**src/slm_pkg.sv**
```systemverilog
// Shared types, register indexes and helpers for the solarize tone-curve block.
package slm_pkg;

  localparam int LevelWidth = 8;
  localparam int SignedWidth = 10;     // holds any difference of two levels
  localparam int FactorWidth = 11;     // curve position before scaling
  localparam int QuotWidth = 18;       // magnitude of the scaled numerator
  localparam int IndexWidth = 3;

  typedef logic [LevelWidth-1:0] level_t;
  typedef logic signed [SignedWidth-1:0] sdiff_t;

  typedef enum logic [IndexWidth-1:0] {
    REG_THRESHOLD = 3'd0,
    REG_START     = 3'd1,
    REG_END       = 3'd2,
    REG_LIMIT     = 3'd3,
    REG_FLOOR     = 3'd4,
    REG_CEILING   = 3'd5
  } reg_index_t;

  typedef struct packed {
    level_t threshold_level;
    level_t start_level;
    level_t end_level;
    logic   limit_enable;
    level_t floor_level;
    level_t ceiling_level;
  } cfg_t;

  // A zero length counts as one.
  function automatic sdiff_t nonzero(input sdiff_t v);
    sdiff_t r;
    r = (v == '0) ? sdiff_t'(1) : v;
    return r;
  endfunction

endpackage

```
**src/slm_div_cell.sv**
```systemverilog
// One restoring-division step: shifts a dividend bit into the remainder, quotient bit out.
module slm_div_cell #(
  parameter int NW = 18,
  parameter int DW = 8,
  parameter int SW = 1
) (
  input  logic          clk,
  input  logic          rst,
  input  logic          en,
  input  logic          valid_in,
  input  logic [NW-1:0] num_in,
  input  logic [DW-1:0] rem_in,
  input  logic [DW-1:0] div_in,
  input  logic [SW-1:0] side_in,
  output logic          valid,
  output logic [NW-1:0] num,
  output logic [DW-1:0] rem,
  output logic [DW-1:0] div,
  output logic [SW-1:0] side
);

  logic [DW:0]   trial;
  logic [DW:0]   diff;
  logic          ge;
  logic [NW-1:0] num_next;
  logic [DW-1:0] rem_next;

  always_comb begin
    trial    = {rem_in, num_in[NW-1]};
    diff     = trial - {1'b0, div_in};
    ge       = (trial >= {1'b0, div_in});
    rem_next = ge ? diff[DW-1:0] : trial[DW-1:0];
    num_next = {num_in[NW-2:0], ge};
  end

  always_ff @(posedge clk) begin
    if (rst) begin
      valid <= 1'b0;
    end else if (en) begin
      valid <= valid_in;
    end
  end

  always_ff @(posedge clk) begin
    if (en) begin
      num  <= num_next;
      rem  <= rem_next;
      div  <= div_in;
      side <= side_in;
    end
  end

endmodule

```
**src/slm_channel.sv**
```systemverilog
// Tone-curve pipeline for one color channel: modulo chain, scaling, division chain.
module slm_channel #(
  parameter int CHANNEL_LEVELS = 256
) (
  input  logic           clk,
  input  logic           rst,
  input  logic           en,
  input  slm_pkg::cfg_t  cfg,
  input  logic           in_valid,
  input  slm_pkg::level_t level,
  output logic           out_valid,
  output slm_pkg::level_t result
);

  localparam int AMW = $clog2(CHANNEL_LEVELS + 256);
  localparam int AW  = AMW + 1;
  localparam int LW  = slm_pkg::LevelWidth;
  localparam int QW  = slm_pkg::QuotWidth;
  localparam int FW  = slm_pkg::FactorWidth;
  localparam int SDW = slm_pkg::SignedWidth;
  localparam int PW  = FW + SDW;

  // Curve lengths, static while items flow
  slm_pkg::sdiff_t period, up_len, down_len, height;
  always_comb begin
    period   = slm_pkg::nonzero(SDW'(cfg.end_level) - SDW'(cfg.start_level));
    up_len   = slm_pkg::nonzero(SDW'(cfg.threshold_level) - SDW'(cfg.start_level));
    down_len = slm_pkg::nonzero(SDW'(cfg.end_level) - SDW'(cfg.threshold_level));
    height   = SDW'(cfg.ceiling_level) - SDW'(cfg.floor_level);
  end

  // Modulo chain input
  logic signed [AW-1:0] dividend;
  logic [AMW-1:0]       dividend_mag;
  slm_pkg::sdiff_t      period_abs;
  always_comb begin
    dividend     = AW'(level) + AW'(CHANNEL_LEVELS) - AW'(cfg.start_level);
    dividend_mag = dividend[AW-1] ? AMW'(-dividend) : dividend[AMW-1:0];
    period_abs   = period[SDW-1] ? -period : period;
  end

  logic          mv   [AMW+1];
  logic [AMW-1:0] mn  [AMW+1];
  logic [LW-1:0] mr   [AMW+1];
  logic [LW-1:0] md   [AMW+1];
  logic [LW:0]   ms   [AMW+1];

  assign mv[0] = in_valid;
  assign mn[0] = dividend_mag;
  assign mr[0] = '0;
  assign md[0] = period_abs[LW-1:0];
  assign ms[0] = {dividend[AW-1], level};

  for (genvar i = 0; i < AMW; i++) begin : g_mod
    slm_div_cell #(.NW(AMW), .DW(LW), .SW(LW + 1)) u_cell (
      .clk, .rst, .en,
      .valid_in(mv[i]), .num_in(mn[i]), .rem_in(mr[i]), .div_in(md[i]), .side_in(ms[i]),
      .valid(mv[i+1]), .num(mn[i+1]), .rem(mr[i+1]), .div(md[i+1]), .side(ms[i+1])
    );
  end

  // Phase and curve segment
  slm_pkg::sdiff_t wrap_phase, clamp_phase, phase;
  logic signed [FW-1:0] factor;
  slm_pkg::sdiff_t      den;
  always_comb begin
    wrap_phase  = ms[AMW][LW] ? -SDW'(mr[AMW]) : SDW'(mr[AMW]);
    clamp_phase = SDW'(ms[AMW][LW-1:0]) - SDW'(cfg.start_level);
    if (clamp_phase < 0) begin
      clamp_phase = '0;
    end else if (clamp_phase > period - 1) begin
      clamp_phase = period - 1;
    end
    phase = cfg.limit_enable ? clamp_phase : wrap_phase;
    if (phase < up_len) begin
      factor = FW'(phase);
      den    = up_len;
    end else begin
      factor = FW'(down_len) - (FW'(phase) - FW'(up_len));
      den    = down_len;
    end
  end

  logic                 p_valid;
  logic signed [FW-1:0] p_factor;
  slm_pkg::sdiff_t      p_den;

  always_ff @(posedge clk) begin
    if (rst) begin
      p_valid <= 1'b0;
    end else if (en) begin
      p_valid <= mv[AMW];
    end
  end

  always_ff @(posedge clk) begin
    if (en) begin
      p_factor <= factor;
      p_den    <= den;
    end
  end

  // Scaling multiply feeding the division chain
  logic signed [PW-1:0] prod;
  logic signed [PW-1:0] prod_abs;
  slm_pkg::sdiff_t      den_abs;
  always_comb begin
    prod     = PW'(p_factor) * PW'(height);
    prod_abs = prod[PW-1] ? -prod : prod;
    den_abs  = p_den[SDW-1] ? -p_den : p_den;
  end

  logic          dv [QW+1];
  logic [QW-1:0] dn [QW+1];
  logic [LW-1:0] dr [QW+1];
  logic [LW-1:0] dd [QW+1];
  logic          ds [QW+1];

  assign dv[0] = p_valid;
  assign dn[0] = prod_abs[QW-1:0];
  assign dr[0] = '0;
  assign dd[0] = den_abs[LW-1:0];
  assign ds[0] = prod[PW-1] ^ p_den[SDW-1];

  for (genvar j = 0; j < QW; j++) begin : g_div
    slm_div_cell #(.NW(QW), .DW(LW), .SW(1)) u_cell (
      .clk, .rst, .en,
      .valid_in(dv[j]), .num_in(dn[j]), .rem_in(dr[j]), .div_in(dd[j]), .side_in(ds[j]),
      .valid(dv[j+1]), .num(dn[j+1]), .rem(dr[j+1]), .div(dd[j+1]), .side(ds[j+1])
    );
  end

  // Offset by floor and saturate
  logic signed [QW+2:0] val;
  slm_pkg::level_t      sat;
  always_comb begin
    val = ds[QW] ? -(QW+3)'(dn[QW]) : (QW+3)'(dn[QW]);
    val = val + (QW+3)'(cfg.floor_level);
    if (val < 0) begin
      sat = '0;
    end else if (val > 255) begin
      sat = '1;
    end else begin
      sat = val[LW-1:0];
    end
  end

  always_ff @(posedge clk) begin
    if (rst) begin
      out_valid <= 1'b0;
    end else if (en) begin
      out_valid <= dv[QW];
    end
  end

  always_ff @(posedge clk) begin
    if (en) begin
      result <= sat;
    end
  end

endmodule

```
**config.mk**
```make
export PLATFORM = sky130hd
export DESIGN_NAME = slm_channel
export DESIGN_NICKNAME = d
export VERILOG_FILES = /design/src/slm_pkg.sv /design/src/slm_div_cell.sv /design/src/slm_channel.sv
export SDC_FILE = /design/constraint.sdc
export NUM_CORES = 2
export LEC_CHECK = 0
export BUFFER_PORTS_ARGS = -buffer_cell sky130_fd_sc_hd__buf_2
export CELL_PAD_IN_SITES_DETAIL_PLACEMENT = 1
export CELL_PAD_IN_SITES_GLOBAL_PLACEMENT = 2
export CORE_UTILIZATION = 40
export CTS_CLUSTER_SIZE = 16
export DETAILED_ROUTE_END_ITERATION = 10
export GPL_TIMING_DRIVEN = 1
export PLACE_DENSITY_LB_ADDON = 0.1
export SETUP_SLACK_MARGIN = 0.1
export SLEW_MARGIN = 20
export SYNTH_ARGS = -nofsm -noshare
export SYNTH_HDL_FRONTEND = slang
export SYNTH_SLANG_ARGS = --single-unit
```
**constraint.sdc**
```tcl
create_clock -name clk -period 9.7 [get_ports clk]
set_input_delay 0 -clock clk [delete_from_list [all_inputs] [get_ports clk]]
set_output_delay 0 -clock clk [all_outputs]
set_load 0.01 [all_outputs]
```
# After elaboration in Yosys (flattened, before gate mapping)
# Cells that the tools add are included.
# totals
register_bits	961
# classes
n_addsub	43
magnitude_cmp	32
muxes	41
mul	1
reduce_logical	3
n_bitwise	1
# ops
op	n
9-bit by 8-bit >= comparator with 1-bit output	25
8-bit 2-to-1 mux	27
8-bit subtractor	24
10-bit 2-to-1 mux	8
8-bit by 8-bit subtractor with 9-bit output	5
10-bit zero test	3
21-bit by 8-bit adder with 21-bit output	1
21-bit by 9-bit > comparator with 1-bit output, second input constant	1
21-bit by 1-bit < comparator with 1-bit output, second input constant	1
21-bit 2-to-1 mux	1
18-bit negation with 21-bit output	1
11-bit by 9-bit multiplier with 20-bit output	1
18-bit 2-to-1 mux	1
18-bit negation	1
1-bit by 8-bit >= comparator with 1-bit output	2
8-bit negation	2
1-bit by 8-bit subtractor with 8-bit output	2
9-bit by 11-bit > comparator with 1-bit output	1
11-bit 2-to-1 mux	1
10-bit by 10-bit subtractor with 11-bit output	1
10-bit by 11-bit subtractor with 11-bit output	1
10-bit by 2-bit subtractor with 11-bit output, second input constant	1
8-bit by 9-bit adder with 10-bit output, second input constant	1
10-bit < comparator	1
7 further kinds	8

# Logic depth before layout (Yosys ltp)
# logic_depth
ltp_word	11
ltp_mapped	38

# Hierarchy
# From an unflattened synthesis, not the netlist that was laid out.
# unflattened
cells_unflattened	4031
hier_area_um2	53152.2
# modules_own_cells
mod	area_per_inst_um2	instances	cells_each
slm_div_cell at g_div[10].u_cell ...	1604.0	17	106
slm_div_cell at g_mod[0].u_cell ...	1574.0	8	105
slm_channel	10073.4	1	1182
slm_div_cell at g_div[0].u_cell	1624.1	1	104
slm_div_cell at g_mod[4].u_cell	1594.0	1	103

# Worst setup path after synthesis
# Ideal clock, no wire load.
# synth_path
path_kind	input port to flip-flop
startpoint	in cfg[9] (netlist bit)
endpoint	reg g_div[0].u_cell.rem[0], data pin
arrival_ns	8.228
setup_time_ns	0.180
t_required_ns	9.520
path_buffers	1
setup_slack_ns	1.292
stages	38
cell_sequence	inv_1 -> ha_1 -> nor2b_1 -> o21ai_0 -> nand2b_1 -> a21o_1 -> a21oi_1 -> o21bai_1 -> a21oi_1 -> xnor2_1 -> clkbuf_1 -> nand2_1 -> fa_1 -> fa_1 -> inv_1 -> fa_1 -> fa_1 -> inv_1 -> (+2 left out) -> ha_1 -> o21ai_0 -> o21ai_1 -> a2111oi_0 -> nor3b_1 -> or4_1 -> nand4bb_1 -> nor3_1 -> nand2b_1 -> xnor2_1 -> ha_1 -> inv_1 -> ha_1 -> a21oi_1 -> or4_1 -> nor3_1 -> nor2b_1 -> a221oi_1
# synth_between
elab_chain_cells	6
# synth_lines
element	line	text
start, declared	slm_channel.sv:8	input slm_pkg::cfg_t cfg,
8-bit by 8-bit subtractor with 9-bit output (*)	slm_channel.sv:29	height = SDW'(cfg.ceiling_level) - SDW'(cfg.floor_level);
11-bit by 9-bit multiplier with 20-bit output (*)	slm_channel.sv:108	prod = PW'(p_factor) * PW'(height);
18-bit negation	slm_channel.sv:109	prod_abs = prod[PW-1] ? -prod : prod;
18-bit 2-to-1 mux (*)	slm_channel.sv:109	
1-bit by 8-bit >= comparator with 1-bit output (*)	slm_div_cell.sv:31	ge = (trial >= {1'b0, div_in});
net g_div[0].u_cell.ge	slm_div_cell.sv:24	logic ge;
1-bit 2-to-1 mux (*)	slm_div_cell.sv:32	rem_next = ge ? diff[DW-1:0] : trial[DW-1:0];
net g_div[0].u_cell.rem_next[0]	slm_div_cell.sv:26	logic [DW-1:0] rem_next;
end signal, assigned	slm_div_cell.sv:47	rem <= rem_next;
end, declared	slm_div_cell.sv:17	output logic [DW-1:0] rem,
# The timed path passes the listed nets; every way through them passes the cells marked *.
# A chain may end at the register's enable or synchronous reset.

# Final worst setup path
# Ends and elaborated chain as after synthesis.

==> results.py <==
metrics = {
    "run_status": {
        "outcome": "finished, final reports clean",
    },
    "final_layout": {
        "antennaDiodeCount": 0,
        "layout.nets": 4293,
        "drive_gt1_share_pct": 10.3,
        "fillers": 11900,
        "area_growth_pct": 12.7,
        "instances_no_fill": 5378,
    },
    "detailed_routing": {
        "wire_per_inst_um": 18.5,
        "drt-pass1-iter-count": 5,
        "drtAntennaViolNets": 0,
        "wl_mm": 99.7,
        "avgViaCountPerCell": 5.01,
        "drc": 0,
        "vias": 27000,
        "drtIter0Drc": 1238,
    },
    "timing": {
        "worst_pin_slew_ns": 1.03,
        "setup_viol": 0,
        "final-max-slew-violation-count": 0,
        "layout_min_cycle_time_ns": 8.99,
        "slew_headroom_pct": 31.1,
        "rsz0062_at_grt": "false",
        "fin_crit_sh_pct": 92.6,
        "final.setup_skew_ns": 0.0395,
        "max_freq_ghz": 0.111,
        "final_hold_viol_count": 0,
    },
    "place": {
        "gp_congestion": 0.824,
        "port_buffers": 61,
        "hpwl_mm": 74.4,
        "dp.cells": 5169,
    },
    "floorplan": {
        "pin_count": 62,
        "die_h_um": 345,
        "die_area_um2": 119000,
        "core-area_um2": 117000,
        "fp-row-count": 125,
        "die_x_um": 345,
        "initial_utilization_pct": 40.5,
    },
    "global_routing": {
        "grtUsageTotal_pct": 17.0,
        "grt.overflow.total": 0,
        "grt_pass1_wl_mm": 162,
        "antenna_found_initial": 0,
        "grt_pass1_vias": 29800,
        "grt_max_degree": 165,
    },
    "yosys": {
        "syn-instance-count": 3594,
        "synth_ff_type": "edfxtp_1",
        "synth.distinct_cells": 86,
        "yosysSeqAreaShare_pct": 57.7,
        "synth_top_area_share_pct": 56.4,
        "synthTopCellsByArea": "edfxtp_1 56%, ha_1 9.1%, fa_1 5.3%",
        "avgSynthCellArea_um2": 13.1,
        "syn_area_um2": 47200,
        "synthMostInstantiatedCell": "edfxtp_1",
        "synth_area_leader_cell": "edfxtp_1",
        "synth-edff-count": 886,
        "synth_common_cells": "886 x edfxtp_1, 500 x inv_1, 344 x ha_1",
        "yosys_warnings": 0,
        "async_flop_share_pct": 0,
        "synth-seq-cells": 915,
        "syn_nets": 4116,
    },
    "clock_network": {
        "clkTransAtPathRegs_ns": 0.06,
        "cts-root-buf": "clkbuf_16",
        "h-tree-depth": 3,
        "cts_sinks": 915,
        "cts_buffers": 102,
        "cts_buffer_depth": 3,
        "insertion_delay_ns": 0.69,
        "cts_tree": "done",
    },
    "worst_setup_path": {
        "cpMaxStageDelayCell": "fa_1",
        "arrival_ns": 9.47,
        "crit_path_start_kind": "primary input",
        "worst_path_largest_cell_delay_ns": 0.54,
        "critPathCaptureType": "flop",
        "crit_required_ns": 10.19,
        "crit_fanout": 8,
        "path_class": "in -> reg",
    },
    "run": {
        "maxCapViolations": 0,
    },
    "worst_hold_path": {
        "hp-class": "in -> reg",
    },
}
[critical path: cells and delay by family]
kind | cells | cell delay [ns]
buffers and inverters | 9 | 1.37
AO/OA/AOI/OAI | 10 | 1.90
XOR/XNOR | 2 | 0.29
adder cells (fa/ha/maj) | 9 | 3.54
AND/OR/NAND/NOR | 11 | 2.31
[area by class of cell]
| type | count | area [µm²] | share of cell area (%) |
|---|---|---|---|
| repair buffers | 108 | 758 | 1.43 |
| multi-input cells | 2141 | 18000 | 33.8 |
| well taps | 1524 | 1910 | 3.59 |
| clock buffers | 126 | 2680 | 5.05 |
| inverters | 503 | 1890 | 3.55 |
| clock inverters | 61 | 767 | 1.44 |
| flip-flops and latches | 915 | 27200 | 51.1 |
[cells by family after synthesis]
| kind of cell | after synthesis | synth area share [%] |
|---|---|---|
| AOI/OAI and AO/OA | 512 | 7.15 |
| and+or+nand+nor | 754 | 7.87 |
| buffers and inverters | 538 | 4.33 |
| DFF | 915 | 57.7 |
| xor gates and xnor gates | 184 | 3.45 |
| adders and majority gates | 469 | 14.4 |
| muxes | 222 | 5.11 |
[through the flow]
step	setup slack, ns	cell area [µm²]	util (%)	hold WS (ns)	TNS (ns)
2_1_floorplan	1.29	47200	-	0.0989	0
3_3_place_gp	0.296	49400	42.4	0.214	0
3_5_place_dp	-0.0256	49400	42.4	0.216	-0.0256
4_1_cts	0.135	53100	45.6	0.0136	0
5_1_grt	0.0939	53200	45.6	0.0289	0
6_report	0.714	53200	45.6	0.0729	0
[repair_timing]
item | CTS | global route
endpoints found under the setup margin | 0 | 9
hold buffers | 21 | 0
gates resized for setup | 0 | 7
buffers inserted | 0 | 0
hold endpoints to repair | 131 | 0
[path summary, 6_finish.rpt]
check,start,to,slack [ns],cells past startpoint
min,level[0],g_mod[0].u_cell.side[0],0.07,2
max,cfg[9],g_div[0].u_cell.rem[0],0.71,41
min reg2reg,g_div[7].u_cell.num[7],g_div[8].u_cell.num[8],0.39,0
max reg2reg,p_factor[0],g_div[0].u_cell.rem[0],1.72,29
[metal layers]
metal	wire length (µm)	share of wire [%]	vias up	track usage (%)
met2	50000	50	279	30.0
met5	0	0	-	0
met3	2820	2.8	142	2.68
met4	2790	2.8	0	5.39
met1	44100	44	13400	21.3
li1	-	-	13100	-
[cell usage in the layout, fill, tap and decap left out, types with 91 or more instances in the layout]
cell type / n
o21ai_0: 169
mux2_2: 123
mux2i_1: 91
ha_1: 344
nand2_1: 125
fa_1: 125
nor2_1: 287
clkbuf_16: 103
inv_1: 500
edfxtp_1: 886
xnor2_1: 119
[sequential cells by signal (all words and copies together), names as in the netlist]
signal              count
out_valid               1
g_div.u_cell.div      136
g_mod.u_cell.valid      9
g_div.u_cell.num      324
g_div.u_cell.rem      136
g_mod.u_cell.num       36
g_mod.u_cell.rem       72
g_div.u_cell.valid     18
p_den                   9
g_mod.u_cell.div       64
result                  8
g_div.u_cell.side      18
p_valid                 1
g_mod.u_cell.side      72
p_factor               11
Power is left out: the tool's default activity adds up to more than one toggle a clock period on the data nets, which glitch-free logic cannot reach.
